$ cat src/wpe_pkg.sv
// ----------------------------------------------------------------------------
// wpe_pkg
// Types, codes and helpers shared by the one-wire pixel waveform encoder.
// ----------------------------------------------------------------------------
`timescale 1ns / 1ps
`default_nettype none

package wpe_pkg;

  localparam int unsigned ColourW  = 8;
  localparam int unsigned WordW    = 3 * ColourW;
  localparam int unsigned BitCntW  = 5;
  localparam int unsigned CountW   = 16;
  localparam int unsigned BitTickW = 8;
  localparam int unsigned CfgIdxW  = 3;
  localparam int unsigned CfgDataW = 16;

  localparam logic [BitCntW-1:0] BitsPerPixel = BitCntW'(WordW);

  // item commands
  localparam logic CMD_PIXEL = 1'b0;
  localparam logic CMD_TICK  = 1'b1;

  // register indexes on the configuration port
  localparam logic [CfgIdxW-1:0] REG_ONE_HIGH  = 3'd0;
  localparam logic [CfgIdxW-1:0] REG_ONE_LOW   = 3'd1;
  localparam logic [CfgIdxW-1:0] REG_ZERO_HIGH = 3'd2;
  localparam logic [CfgIdxW-1:0] REG_ZERO_LOW  = 3'd3;
  localparam logic [CfgIdxW-1:0] REG_RESET     = 3'd4;

  // register reset values
  localparam logic [BitTickW-1:0] ONE_HIGH_RST  = 8'd35;
  localparam logic [BitTickW-1:0] ONE_LOW_RST   = 8'd28;
  localparam logic [BitTickW-1:0] ZERO_HIGH_RST = 8'd18;
  localparam logic [BitTickW-1:0] ZERO_LOW_RST  = 8'd45;
  localparam logic [CountW-1:0]   RESET_RST     = 16'd4000;

  typedef enum logic [3:0] {
    PH_IDLE  = 4'b0001,
    PH_HIGH  = 4'b0010,
    PH_LOW   = 4'b0100,
    PH_LATCH = 4'b1000
  } phase_e;

  typedef struct packed {
    logic               cmd;
    logic [ColourW-1:0] red;
    logic [ColourW-1:0] green;
    logic [ColourW-1:0] blue;
    logic               last_pixel;
  } item_t;

  typedef struct packed {
    logic line_level;
    logic accepted;
    logic frame_done;
    logic underrun;
  } result_t;

  // a tick count written as zero behaves as one
  function automatic logic [CountW-1:0] at_least_one(input logic [CountW-1:0] v);
    return (v == '0) ? CountW'(1) : v;
  endfunction

endpackage

`default_nettype wire

$ cat src/ws2812_pixel_waveform_encoder.sv
// ----------------------------------------------------------------------------
// ws2812_pixel_waveform_encoder
// One-wire serial LED pixel encoder: turns pixel and tick items into line
// levels, with per-bit high/low timing and a latch time at frame end.
// ----------------------------------------------------------------------------
// Takes one item per clock while not stalled: pixel items load a one-entry
// holding register, tick items advance the data line one time step and
// report its level. An item passes through an input register and then the
// line state update into a result register, which drives the outputs; the
// sustained rate is one item per cycle while the output is not stalled.
// Timing registers may be written only while no item is in flight.
`timescale 1ns / 1ps
`default_nettype none

module ws2812_pixel_waveform_encoder
  import wpe_pkg::*;
(
  input  wire logic                clk_i,
  input  wire logic                rst_ni,
  input  wire logic                in_valid_i,
  output logic                     in_stall_o,
  input  wire logic                cmd_i,
  input  wire logic [ColourW-1:0]  red_i,
  input  wire logic [ColourW-1:0]  green_i,
  input  wire logic [ColourW-1:0]  blue_i,
  input  wire logic                last_pixel_i,
  output logic                     out_valid_o,
  input  wire logic                out_stall_i,
  output logic                     line_level_o,
  output logic                     accepted_o,
  output logic                     frame_done_o,
  output logic                     underrun_o,
  input  wire logic                cfg_we_i,
  input  wire logic [CfgIdxW-1:0]  cfg_index_i,
  input  wire logic [CfgDataW-1:0] cfg_data_i
);

  logic    in_valid_q;
  item_t   item_q;
  logic    out_valid_q;
  result_t res_q;
  result_t res_d;
  logic    advance;

  // item moves into the result register when that is free or being emptied
  assign advance    = in_valid_q && (!out_valid_q || !out_stall_i);
  assign in_stall_o = in_valid_q && !advance;

  always_ff @(posedge clk_i or negedge rst_ni) begin
    if (!rst_ni) begin
      in_valid_q <= 1'b0;
    end else if (!in_stall_o) begin
      in_valid_q <= in_valid_i;
    end
  end

  always_ff @(posedge clk_i) begin
    if (in_valid_i && !in_stall_o) begin
      item_q <= '{cmd: cmd_i, red: red_i, green: green_i, blue: blue_i,
                  last_pixel: last_pixel_i};
    end
  end

  wpe_core u_core (
    .clk_i       (clk_i),
    .rst_ni      (rst_ni),
    .cfg_we_i    (cfg_we_i),
    .cfg_index_i (cfg_index_i),
    .cfg_data_i  (cfg_data_i),
    .item_en_i   (advance),
    .item_i      (item_q),
    .result_o    (res_d)
  );

  always_ff @(posedge clk_i or negedge rst_ni) begin
    if (!rst_ni) begin
      out_valid_q <= 1'b0;
    end else if (advance) begin
      out_valid_q <= 1'b1;
    end else if (!out_stall_i) begin
      out_valid_q <= 1'b0;
    end
  end

  always_ff @(posedge clk_i) begin
    if (advance) begin
      res_q <= res_d;
    end
  end

  assign out_valid_o  = out_valid_q;
  assign line_level_o = res_q.line_level;
  assign accepted_o   = res_q.accepted;
  assign frame_done_o = res_q.frame_done;
  assign underrun_o   = res_q.underrun;

endmodule

`default_nettype wire

$ cat src/wpe_core.sv
// ----------------------------------------------------------------------------
// wpe_core
// Line state, holding register and timing registers; one item per enabled cycle.
// ----------------------------------------------------------------------------
`timescale 1ns / 1ps
`default_nettype none

module wpe_core
  import wpe_pkg::*;
(
  input  wire logic                clk_i,
  input  wire logic                rst_ni,
  input  wire logic                cfg_we_i,
  input  wire logic [CfgIdxW-1:0]  cfg_index_i,
  input  wire logic [CfgDataW-1:0] cfg_data_i,
  input  wire logic                item_en_i,
  input  wire item_t               item_i,
  output result_t                  result_o
);

  logic [BitTickW-1:0] one_high_q, one_low_q, zero_high_q, zero_low_q;
  logic [CountW-1:0]   reset_ticks_q;

  logic [WordW-1:0]   shift_q, shift_d;
  logic [BitCntW-1:0] bits_q, bits_d;
  phase_e             phase_q, phase_d;
  logic [CountW-1:0]  count_q, count_d;
  logic [WordW-1:0]   hold_word_q, hold_word_d;
  logic               hold_valid_q, hold_valid_d;
  logic               hold_last_q, hold_last_d;
  logic               cur_last_q, cur_last_d;

  always_ff @(posedge clk_i or negedge rst_ni) begin
    if (!rst_ni) begin
      one_high_q    <= ONE_HIGH_RST;
      one_low_q     <= ONE_LOW_RST;
      zero_high_q   <= ZERO_HIGH_RST;
      zero_low_q    <= ZERO_LOW_RST;
      reset_ticks_q <= RESET_RST;
    end else if (cfg_we_i) begin
      unique case (cfg_index_i)
        REG_ONE_HIGH:  one_high_q    <= cfg_data_i[BitTickW-1:0];
        REG_ONE_LOW:   one_low_q     <= cfg_data_i[BitTickW-1:0];
        REG_ZERO_HIGH: zero_high_q   <= cfg_data_i[BitTickW-1:0];
        REG_ZERO_LOW:  zero_low_q    <= cfg_data_i[BitTickW-1:0];
        REG_RESET:     reset_ticks_q <= cfg_data_i;
        default: ;
      endcase
    end
  end

  always_comb begin
    shift_d      = shift_q;
    bits_d       = bits_q;
    phase_d      = phase_q;
    count_d      = count_q;
    hold_word_d  = hold_word_q;
    hold_valid_d = hold_valid_q;
    hold_last_d  = hold_last_q;
    cur_last_d   = cur_last_q;
    result_o     = '0;

    if (item_i.cmd == CMD_PIXEL) begin
      if (!hold_valid_q) begin
        hold_word_d  = {item_i.green, item_i.red, item_i.blue};
        hold_last_d  = item_i.last_pixel;
        hold_valid_d = 1'b1;
        result_o.accepted = 1'b1;
      end
      result_o.line_level = (phase_q == PH_HIGH);
    end else begin
      // idle with a pixel waiting: load it and start its first bit at once
      if (phase_q == PH_IDLE && hold_valid_q) begin
        shift_d      = hold_word_q;
        cur_last_d   = hold_last_q;
        hold_valid_d = 1'b0;
        bits_d       = BitsPerPixel;
        phase_d      = PH_HIGH;
        count_d      = at_least_one(CountW'(hold_word_q[WordW-1] ? one_high_q : zero_high_q));
      end

      result_o.line_level = (phase_d == PH_HIGH);

      if (phase_d != PH_IDLE) begin
        count_d = count_d - CountW'(1);
        if (count_d == '0) begin
          unique case (phase_d)
            PH_HIGH: begin
              phase_d = PH_LOW;
              count_d = at_least_one(CountW'(shift_d[WordW-1] ? one_low_q : zero_low_q));
            end
            PH_LOW: begin
              shift_d = {shift_d[WordW-2:0], 1'b0};
              bits_d  = (bits_d == '0) ? '0 : bits_d - BitCntW'(1);
              if (bits_d != '0) begin
                phase_d = PH_HIGH;
                count_d = at_least_one(CountW'(shift_d[WordW-1] ? one_high_q : zero_high_q));
              end else if (cur_last_d) begin
                phase_d = PH_LATCH;
                count_d = at_least_one(reset_ticks_q);
              end else begin
                phase_d = PH_IDLE;
                result_o.underrun = !hold_valid_d;
              end
            end
            PH_LATCH: begin
              phase_d = PH_IDLE;
              result_o.frame_done = 1'b1;
            end
            default: phase_d = PH_IDLE;
          endcase
        end
      end
    end
  end

  always_ff @(posedge clk_i or negedge rst_ni) begin
    if (!rst_ni) begin
      shift_q      <= '0;
      bits_q       <= '0;
      phase_q      <= PH_IDLE;
      count_q      <= '0;
      hold_word_q  <= '0;
      hold_valid_q <= 1'b0;
      hold_last_q  <= 1'b0;
      cur_last_q   <= 1'b0;
    end else if (item_en_i) begin
      shift_q      <= shift_d;
      bits_q       <= bits_d;
      phase_q      <= phase_d;
      count_q      <= count_d;
      hold_word_q  <= hold_word_d;
      hold_valid_q <= hold_valid_d;
      hold_last_q  <= hold_last_d;
      cur_last_q   <= cur_last_d;
    end
  end

endmodule

`default_nettype wire

$ cat config.mk
export PLATFORM = sky130hd
export DESIGN_NAME = ws2812_pixel_waveform_encoder
export DESIGN_NICKNAME = d
export VERILOG_FILES = /design/src/wpe_pkg.sv /design/src/ws2812_pixel_waveform_encoder.sv /design/src/wpe_core.sv
export SDC_FILE = /design/constraint.sdc
export NUM_CORES = 1
export LEC_CHECK = 0
export ABC_AREA = 1
export CAP_MARGIN = 20
export CORE_MARGIN = 8
export CORE_UTILIZATION = 45
export CTS_CLUSTER_DIAMETER = 40
export CTS_CLUSTER_SIZE = 12
export DETAILED_ROUTE_END_ITERATION = 6
export DONT_BUFFER_PORTS = 1
export GPL_ROUTABILITY_DRIVEN = 0
export MAX_ROUTING_LAYER = met4
export PLACE_DENSITY = 0.72
export SYNTH_ARGS = -nofsm -noshare
export SYNTH_HDL_FRONTEND = slang
export SYNTH_SLANG_ARGS = --single-unit
$ cat constraint.sdc
create_clock -name clk_i -period 2.98 [get_ports clk_i]
set_input_delay 0.596 -clock clk_i [delete_from_list [all_inputs] [get_ports clk_i]]
set_output_delay 0.596 -clock clk_i [all_outputs]
set_load 0.1 [all_outputs]
==> flow_summary_export.csv, run 1 <==
group,metric,value,unit
yosys,synth_top_flop_cell,"dfrtp_1",
grt,grt_overflow,0,
power_and_ir_drop,power,10.7,mW
sta,hold_ws,-144,ps
grt,grtUsageTotal,19.6,%
worst_setup_path,startpoint_type,"flop",
power_and_ir_drop,p_leak,5.25,nW
cells_and_area,antenna_cells,0,
sta,setup_viol,22,
place,io_buffer_count,0,
cts,tritoncts,"built",
grt,antenna_found_initial,0,
power_and_ir_drop,powerDensity,1040,nW/um^2
yosys,syn_nets,1156,
cts,cts_max_level,4,
place,hpwl,15900,microns
worst_setup_path,cp-end-kind,"flop",
job,drv_cap,0,
worst_setup_path,required,3350,ps
grt,grt_max_degree,127,
power_and_ir_drop,p_clk_share,19.2,%
cells_and_area,drive_above_1_share,22.4,%
sta,min_period_over_period,102,%
cells_and_area,nets,1219,
die,num_io_pins,56,
sta,tightest_slew,990,ps
power_and_ir_drop,p_seq_share,30.4,%
yosys,ys_seq_area_share,47.1,%
worst_setup_path,path_max_fanout,23,
die,core_area,18800,sq um
cells_and_area,nFillCells,1674,
cts,numClockSinks,156,
yosys,yosys_warnings,0,
cells_and_area,multi_input_area,4140,sq um
cts,clk_path_buf_depth,2,
cells_and_area,seqCellArea,4080,sq um
yosys,ys_types,40,
sta,slew_violations,0,
power_and_ir_drop,switching_share,44.4,%
sta,fmax,0.330,GHz
place,place_area,9320,sq um
die,fp.dieW,155,microns
yosys,syn_inst,1103,
sta,hold_viol,107,
power_and_ir_drop,p_int,5.97,mW
cells_and_area,stdcell_area,10300,sq um
yosys,synth_top_area_cell,"dfrtp_1",
routing,dr_total_vias,7693,
routing,drt.antenna.violating_nets,0,
sta,worst_slack,-50.3,ps
power_and_ir_drop,pwr-share-comb,50.4,%
yosys,synthesis.area,8660,sq um
routing,detail_route.vias_per_cell,5.35,
die,rows,50,
yosys,synth_edf_count,30,
yosys,async_flop_share,80.8,%
power_and_ir_drop,p_switching,4.77,mW
worst_setup_path,critPathKind,"flop to flop",
sta,period_minus_slack,3030,ps
routing,routedWlPerCell,15.9,microns
sta,final.setup_skew,8.11,ps
sta,slew_headroom,34.2,%
die,die-area,23900,sq um
yosys,synth_top_area_share,30.9,%
yosys,netlist_top_cells_area,"dfrtp_1, nand2_1, edfxtp_1",
grt,grt_pass1_vias,7212,
routing,drc_errors,0,
outcome,failed_checks,"negative hold slack, negative setup slack",
worst_setup_path,worst_ep_arrival_time,3400,ps
yosys,syn_area_per_cell,7.85,sq um
outcome,status,"finished, violations left",
routing,wl,22900,microns
die,fp.dieH,155,microns
routing,drt_iter0_drc,691,
die,start_util,46.0,%
cts,clk_pin_slew,70,ps
cts,root_buffer,"clkbuf_16",
yosys,ys_ff_latch,156,
grt,grt_pass1_wl,36500,microns
cts,numCtsBuffers,17,
cells_and_area,area_delta_synth_final,18.6,%
cts,clock_latency,430,ps
hold_path,worstHoldPathType,"input pin to async pin",
power_and_ir_drop,ir_drop,477,uV
sta,rsz0062_at_grt,"yes",
routing,firstDrtPassIters,6,
what timing repair did:
action | in CTS | in global routing
endpoints found under the hold margin | 109 | 108
setup endpoints to repair | 50 | 51
gates resized for setup | 12 | 54
pin swaps | 2 | 21
gates cloned | 1 | 0
setup buffers | 4 | 13
state kept, by name, indices dropped and copies added (netlist names), 4 cells and up:
name                  cells
u_core.count_q           16
u_core.shift_q           24
u_core.zero_high_q        8
u_core.one_low_q          8
u_core.phase_q            4
u_core.zero_low_q         8
item_q                   26
u_core.reset_ticks_q     16
u_core.bits_q             5
u_core.hold_word_q       24
u_core.one_high_q         8
power groups by stage:
stage / Sequential (mW) / Clock, mW / Combinational [mW]
floorplan: 3.17 / 0 / 3.40
global placement: 3.26 / 0 / 4.74
detailed placement: 3.28 / 0 / 4.81
CTS: 3.26 / 2.09 / 4.93
global route: 3.33 / 2.17 / 5.93
finish: 3.26 / 2.06 / 5.41
Yosys cell counts, types with 2 or more instances:
| cell type | count |
|---|---|
| a21oi_1 | 13 |
| nor4_1 | 4 |
| nor2_2 | 9 |
| dfrtp_1 | 107 |
| nand2_2 | 18 |
| or2_2 | 2 |
| buf_1 | 3 |
| mux2i_1 | 21 |
| nor2_4 | 4 |
| o21ai_0 | 82 |
| clkbuf_1 | 21 |
| nand3_2 | 3 |
| buf_2 | 8 |
| o21ai_1 | 14 |
| nor2_1 | 46 |
| dfstp_2 | 19 |
| nand2_1 | 389 |
| o21ai_2 | 4 |
| clkinv_1 | 4 |
| inv_2 | 10 |
| nor3_1 | 2 |
| edfxtp_1 | 30 |
| ha_1 | 3 |
| nand3_1 | 103 |
| mux2_2 | 31 |
| nand3b_1 | 2 |
| inv_1 | 105 |
| buf_4 | 6 |
| nor2_8 | 2 |
| buf_6 | 3 |
| nand4_1 | 26 |
per-layer routing:
metal | global-route usage (%) | share of wire [%] | vias up
li1 | - | - | 3693
met1 | 25.0 | 44 | 3659
met2 | 30.1 | 47 | 297
met3 | 4.15 | 7.0 | 44
met4 | 7.51 | 2.4 | 0
met5 | - | 0 | -
through the flow:
step / util, % / cells / worst slack (ps) / hold WS (ps) / setup TNS (ps)
after global routing: 54.6 / 1439 / -218 / -160 / -7710
final: 54.6 / 1439 / -50.3 / -144 / -364
after global placement: 49.5 / 1389 / -31.8 / 305 / -236
after CTS: 52.9 / 1426 / 19.7 / -162 / 0
after detailed placement: 49.5 / 1389 / -127 / 304 / -3210
after floorplan: - / 1103 / 30.4 / 300 / 0
path summary, 6_finish.rpt:
check | from | endpoint | slack, ps | cells past startpoint
worst max-delay path | u_core.phase_q[0] | u_core.shift_q[12] | -50 | 20
worst min-delay path | rst_ni | u_core.one_low_q[6] | -140 | 0
worst max register to register | u_core.phase_q[0] | u_core.shift_q[12] | -50 | 20
worst min register to register | item_q[9] | u_core.hold_word_q[16] | 480 | 1
max in group asynchronous | rst_ni | u_core.reset_ticks_q[11] | 2900 | 0
min in group clk_i | red_i[4] | item_q[21] | 260 | 0
cell type report:
cell class,instances,area share (%)
Sequential cell,156,39.7
Clock buffer,18,4.18
Timing Repair Buffer,85,6.99
Multi-Input combinational cell,787,40.3
Tap cell,260,3.17
Clock inverter,14,1.29
Inverter,119,4.37
kinds of logic after synthesis:
| kind of cell | count (synthesis) | share of synthesized area (%) |
|---|---|---|
| fa+ha+maj | 3 | 0.433 |
| flops | 156 | 47.1 |
| simple gates | 614 | 31.1 |
| compound gates | 117 | 7.15 |
| mux | 52 | 6.46 |
| buf+inv | 161 | 7.74 |
layout by cell type, fill, tap and decap left out, types with 4 or more instances in the layout:
cell,n
inv_2,12
nor2_2,11
clkbuf_16,17
o21ai_1,14
a21oi_1,12
nor4_1,4
nand4_1,26
edfxtp_1,30
dfrtp_1,106
nand2_2,29
mux2i_1,21
nand2_4,4
clkinv_1,4
inv_1,103
o21ai_2,7
buf_12,4
nor2_1,38
buf_4,74
o21ai_0,79
buf_6,6
nand3_1,95
nand2_1,374
nor2_4,10
nand3_2,10
dfstp_2,19
mux2_2,31
worst max-delay path, cell delays in order (launching register included):
cell and delay (ps):
dfstp_2 550, inv_2 50, nor2_4 160, nand3_4 130, buf_4 180, buf_4 150, nand2_1 110, nand2_4 90
nand2_4 90, buf_4 110, a21oi_1 60, nand2_1 110, nand2_1 50, nand2_1 180, nand4_1 200, nor2_4 240
nand2_2 90, buf_12 170, nand2_1 80, nand3_1 80, nand2_1 90
(Power assumes the default switching activity.)
==> run 2, diff against run 1 <==
- PLACE_DENSITY: 0.72 -> 0.65
==> run 2 against run 1 <==
The run still ends with negative hold slack, negative setup slack left. Final area up 3.4%. Clock power about the same. Combinational power up 10%.
==> flow_summary_export.csv, run 2 (synthesis gave the netlist of run 1 again) <==
group,metric,value,unit
die,die-area,23900,sq um
sta,hold_ws,-143,ps
grt,grt_pass1_vias,7144,
sta,rsz0062_at_grt,"yes",
routing,firstDrtPassIters,7,
routing,drt_iter0_drc,695,
routing,detail_route.vias_per_cell,5.34,
cells_and_area,drive_above_1_share,25.2,%
power_and_ir_drop,p_leak,5.41,nW
cts,numCtsBuffers,17,
sta,tns,-1870,ps
routing,drc_errors,0,
cts,clk_path_buf_depth,2,
place,place_area,9420,sq um
cells_and_area,top_regs,"item_q: 26 flops, u_core.hold_word_q: 24 flops, u_core.shift_q: 24 flops",
worst_setup_path,required,3260,ps
sta,slew_violations,0,
cells_and_area,antenna_cells,0,
sta,period_minus_slack,3110,ps
die,fp.dieH,155,microns
job,drv_cap,0,
hold_path,worstHoldPathType,"input pin to async pin",
cells_and_area,nets,1244,
grt,grt_pass1_wl,37700,microns
routing,drt.antenna.violating_nets,0,
cts,cts_max_level,4,
cells_and_area,stdcell_area,10600,sq um
outcome,failed_checks,"negative hold slack, negative setup slack",
die,rows,50,
cts,root_buffer,"clkbuf_16",
die,core_area,18800,sq um
sta,min_period_over_period,104,%
power_and_ir_drop,power,11.3,mW
grt,grt_overflow,0,
cts,clk_pin_slew,70,ps
grt,antenna_found_initial,0,
grt,grt_max_degree,127,
worst_setup_path,startpoint_type,"flop",
cts,clock_latency,440,ps
worst_setup_path,worst_ep_arrival_time,3390,ps
outcome,status,"finished, violations left",
cells_and_area,final_cell_mix,"nand2_1, dfrtp_1, inv_1, nand3_1, buf_4",
routing,wl,24200,microns
cts,numClockSinks,156,
worst_setup_path,cp-end-kind,"flop",
cts,tritoncts,"built",
routing,dr_total_vias,7824,
cells_and_area,area_delta_synth_final,22.6,%
cells_and_area,final_common_cell,"nand2_1",
sta,tightest_slew,966,ps
cells_and_area,final_core_util,56.4,%
power_and_ir_drop,powerDensity,1060,nW/um^2
routing,routedWlPerCell,16.6,microns
sta,fmax,0.322,GHz
sta,setup_viol,41,
worst_setup_path,critPathKind,"flop to flop",
worst_setup_path,path_max_fanout,5,
cells_and_area,largest_reg_flops,26,
sta,worst_slack,-125,ps
sta,slew_headroom,35.8,%
die,fp.dieW,155,microns
power_and_ir_drop,ir_drop,587,uV
die,num_io_pins,56,
cells_and_area,top_register,"item_q",
sta,hold_viol,107,
die,start_util,46.0,%
grt,grtUsageTotal,20.4,%
sta,final.setup_skew,10.3,ps
place,io_buffer_count,0,
place,hpwl,16200,microns
run 2: final timing paths:
kind                                     endpoint               from  cells after the start  slack [ps]
hold / removal                u_core.one_low_q[5]             rst_ni                      0        -140
max in group asynchronous       u_core.phase_q[0]             rst_ni                      0        2900
setup / recovery                       underrun_o  u_core.phase_q[0]                     20        -130
setup reg to reg                       underrun_o  u_core.phase_q[0]                     20        -130
hold reg to reg            u_core.hold_word_q[16]          item_q[9]                      1         480
min in group clk_i                     item_q[18]           red_i[1]                      0         250
run 2: metal layers:
layer  track usage [%]  wire (microns)  vias up  part of all wire [%]
li1                  -               -     3757                     -
met1              27.8           11000     3696                    45
met2              29.6           10900      317                    45
met3              3.82            1700       54                   7.0
met4              7.70             639        0                   2.6
met5                 -               0        -                     0
run 2: final cells by class:
cell class              instances  area [sq um]
flip-flops and latches        156          4080
clock inverters                15           131
well taps                     260           325
inverters                     119           449
multi-input cells             786          4200
repair buffers                111          1010
fillers                      1678          8210
clock buffers                  17           425
run 2: power breakdown:
| group | switching, mW | internal, mW | leakage, nW |
|---|---|---|---|
| clock network | 0.982 | 1.09 | 0.269 |
| registers | 0.433 | 2.81 | 1.87 |
| logic | 3.61 | 2.33 | 3.28 |
| total | 5.03 | 6.24 | 5.41 |
run 2: repair_timing:
action                                 in CTS  in global routing
setup buffers                              17                  8
pin swaps                                   8                 33
resized for setup                          17                 76
endpoints found under the hold margin     112                109
cloned                                      1                  3
setup endpoints to repair                  48                 51
run 2: critical path, stage by stage (launching register included):
cell and delay [ps]:
dfstp_2 540, inv_2 50, nor2_4 90, nand3_4 100
buf_12 160, nor2_4 90, nand2_2 70, nand2_2 100
ha_4 180, nand2_4 70, nor2_4 190, nand2_1 110
nand2_2 100, nand3_2 80, nor2_1 120, nand4_1 180
nor2_4 190, buf_12 160, buf_6 100, nand3_4 80
nor3_2 190
run 2: stage by stage:
stage / setup WS (ps) / cells
after floorplan: 30.4 / 1103
after global placement: -110 / 1403
after detailed placement: -163 / 1403
after CTS: 7.09 / 1453
after global routing: -220 / 1464
final: -125 / 1464
==> run 3, diff against run 2 <==
- ABC_CLOCK_PERIOD_IN_PS: default -> 2980
- SYNTH_HIERARCHICAL: default -> 1
==> run 3 against run 2 <==
The flow finishes with violations (negative hold slack). Via count shrank 6.0%. First-iteration DRC count down 0.14%. Clock skew up 1.3 ps. Sequential power decreased by 18%. Hold slack improved by 5.9 ps. Wire length decreased by 7.7%. Synthesized cell count shrank 1.7%. Final area shrank 3.3%. Worst setup slack gained 150 ps. Area after synthesis shrank 1.7%. Combinational power decreased by 65%. Clock power increased by 5%. Critical path type unchanged.
==> flow_summary_export.csv, run 3 <==
group,metric,value,unit
cts,numCtsBuffers,17,
routing,drt_iter0_drc,694,
cells_and_area,nFillCells,1690,
cells_and_area,largest_reg_flops,26,
die,die-area,23600,sq um
cells_and_area,final_core_util,55.1,%
worst_setup_path,cpPeakStageDelay,530,ps
yosys,syn_area_per_cell,7.86,sq um
sta,slew_violations,0,
cells_and_area,top_regs,"item_q: 26 flops, u_core/hold_word_q: 24 flops, u_core/shift_q: 24 flops",
routing,routedWlPerCell,16.1,microns
hold_path,worstHoldPathType,"input pin to async pin",
worst_setup_path,required,3290,ps
cts,clk_path_buf_depth,2,
grt,grt_use_met3,4.34,%
yosys,netlist_top_cells_area,"dfrtp_1, nand2_1, edfxtp_1",
sta,slew_headroom,36.7,%
sta,tightest_slew,952,ps
cells_and_area,top_register,"item_q",
cells_and_area,final_cell_mix,"nand2_1, inv_1, dfrtp_1, nand3_1, o21ai_0",
die,fp.dieW,154,microns
yosys,syn_inst,1084,
routing,drt.antenna.violating_nets,0,
sta,hold_ws,-137,ps
cells_and_area,seqCellArea,4080,sq um
place,io_buffer_count,0,
cells_and_area,multi_input_area,4140,sq um
cells_and_area,final_common_cell,"nand2_1",
worst_setup_path,cp-startpoint,"u_core/phase_q[0]",
yosys,synth_top_flop_cell,"dfrtp_1",
yosys,synth_most_common_cell,"nand2_1",
yosys,ys_seq_area_share,47.9,%
die,start_util,45.7,%
yosys,ys_ff_latch,156,
yosys,ys_types,40,
job,drv_cap,0,
yosys,synth_top_area_cell,"dfrtp_1",
cells_and_area,nets,1196,
outcome,status,"finished, violations left",
place,hpwl,15200,microns
worst_setup_path,startpoint_type,"flop",
sta,min_period_over_period,99.0,%
cells_and_area,area_delta_synth_final,20.6,%
grt,grtUsageTotal,19.1,%
worst_setup_path,worst_ep_arrival_time,3260,ps
cells_and_area,drive_above_1_share,24.1,%
worst_setup_path,worstPathCellList,"inv_2 > nor2_4 > nand3_4 > nor2_4 > nand2_2 > nand2_2 > ha_4 > nand3_4 > nor2_4 > nand3_2 > nand2_2 > nand2_4 > nor2_4 > nand3_4 > nor2_8 > nand3_4 > inv_8 > clkbuf_16 > nand2_2 > nand3_1 > nand2_1",
grt,met2_usage,29.3,%
yosys,yosys_warnings,6,
grt,antenna_found_initial,2,
yosys,synth_common_cells,"nand2_1, inv_1, dfrtp_1",
sta,fmax,0.339,GHz
grt,grt_overflow,0,
routing,drc_errors,0,
cts,numClockSinks,156,
routing,firstDrtPassIters,6,
sta,hold_viol,107,
sta,rsz0062_at_grt,"yes",
yosys,synthesis.area,8520,sq um
cts,tritoncts,"built",
sta,setup_viol,0,
worst_setup_path,path_max_fanout,7,
grt,grt_pass1_wl,35800,microns
sta,period_minus_slack,2950,ps
cts,root_buffer,"clkbuf_16",
grt,met1_usage,24.9,%
die,core_area,18600,sq um
power_and_ir_drop,p_leak,5.26,nW
die,fp.dieH,154,microns
worst_setup_path,rr_startpoint,"u_core/phase_q[0]",
outcome,failed_checks,"negative hold slack",
routing,detail_route.vias_per_cell,5.28,
routing,wl,22400,microns
yosys,syn_nets,1137,
yosys,async_flop_share,80.8,%
die,rows,50,
cts,clk_pin_slew,60,ps
cts,clock_latency,430,ps
grt,busiest_layer,"met2",
yosys,synth_top_area_share,31.4,%
sta,final.setup_skew,11.6,ps
yosys,synth_edf_count,30,
worst_setup_path,cp-end-kind,"flop",
routing,dr_total_vias,7353,
power_and_ir_drop,ir_drop,401,uV
sta,tns,0,ps
die,num_io_pins,56,
power_and_ir_drop,powerDensity,675,nW/um^2
grt,grt_max_degree,127,
worst_setup_path,critPathKind,"flop to flop",
worst_setup_path,crit_slowest_cell,"dfstp_2",
cts,cts_max_level,4,
grt,grt_pass1_vias,6945,
==> run 3: logic make-up after synthesis <==
kind of cell,after synthesis,share of synthesized area (%)
and+or+nand+nor,595,30.5
buffers and inverters,162,7.83
muxes,47,5.91
adders and majority gates,3,0.441
AOI/OAI and AO/OA,121,7.48
DFF,156,47.9
==> run 3: critical path, delay by kind of cell, from the launching register on <==
kind / cells / cell delay (ps)
flip-flops: 1 / 530
adder cells (fa/ha/maj): 1 / 170
buffers and inverters: 3 / 320
AND/OR/NAND/NOR: 17 / 1810
==> run 3: layout make-up <==
type / instances / area share [%]
clock inverter: 13 / 1.55
inverter: 127 / 4.74
timing repair buffer: 75 / 6.45
clock buffer: 19 / 4.31
sequential: 156 / 39.7
multi-input combinational: 766 / 40.3
tap: 234 / 2.85
antenna: 2 / 0.0487
==> run 3: final timing paths <==
kind,to,slack [ps],cells after the start
setup / recovery,u_core/shift_q[17],30,21
hold / removal,u_core/one_low_q[0],-140,0
setup reg to reg,u_core/shift_q[17],30,21
hold reg to reg,u_core/shift_q[16],470,2
max in group asynchronous,u_core/phase_q[0],2820,0
min in group clk_i,item_q[2],260,0
==> run 3: where the power goes <==
part | leakage (nW) | internal [mW] | total [mW] | switching (mW)
combinational | 3.10 | 0.762 | 2.08 | 1.31
clock | 0.285 | 1.28 | 2.19 | 0.914
sequential | 1.87 | 2.46 | 2.67 | 0.201
total | 5.26 | 4.50 | 6.93 | 2.43
==> run 3: timing repair <==
item,CTS,global route
resized for setup,9,105
endpoints found under the setup margin,47,50
setup buffers,5,19
gates cloned,0,2
pin swaps,6,53
endpoints found under the hold margin,107,109
==> run 3: layer usage <==
metal	share of wire, %	vias to the layer above
met2	47	229
met1	45	3485
met5	0	-
met4	1.8	0
met3	6.3	36
li1	-	3603
==> run 3: stage by stage <==
stage | instance area [sq um] | setup slack, ps | power (mW) | cells
6_report | 10300 | 28.8 | 6.93 | 1392
5_1_grt | 10300 | -197 | 7.31 | 1392
4_1_cts | 9730 | -2.57 | 6.70 | 1369
3_5_place_dp | 9060 | -174 | 4.45 | 1332
3_3_place_gp | 9060 | -109 | 4.45 | 1332
2_1_floorplan | 8590 | -93.4 | 3.92 | 1084
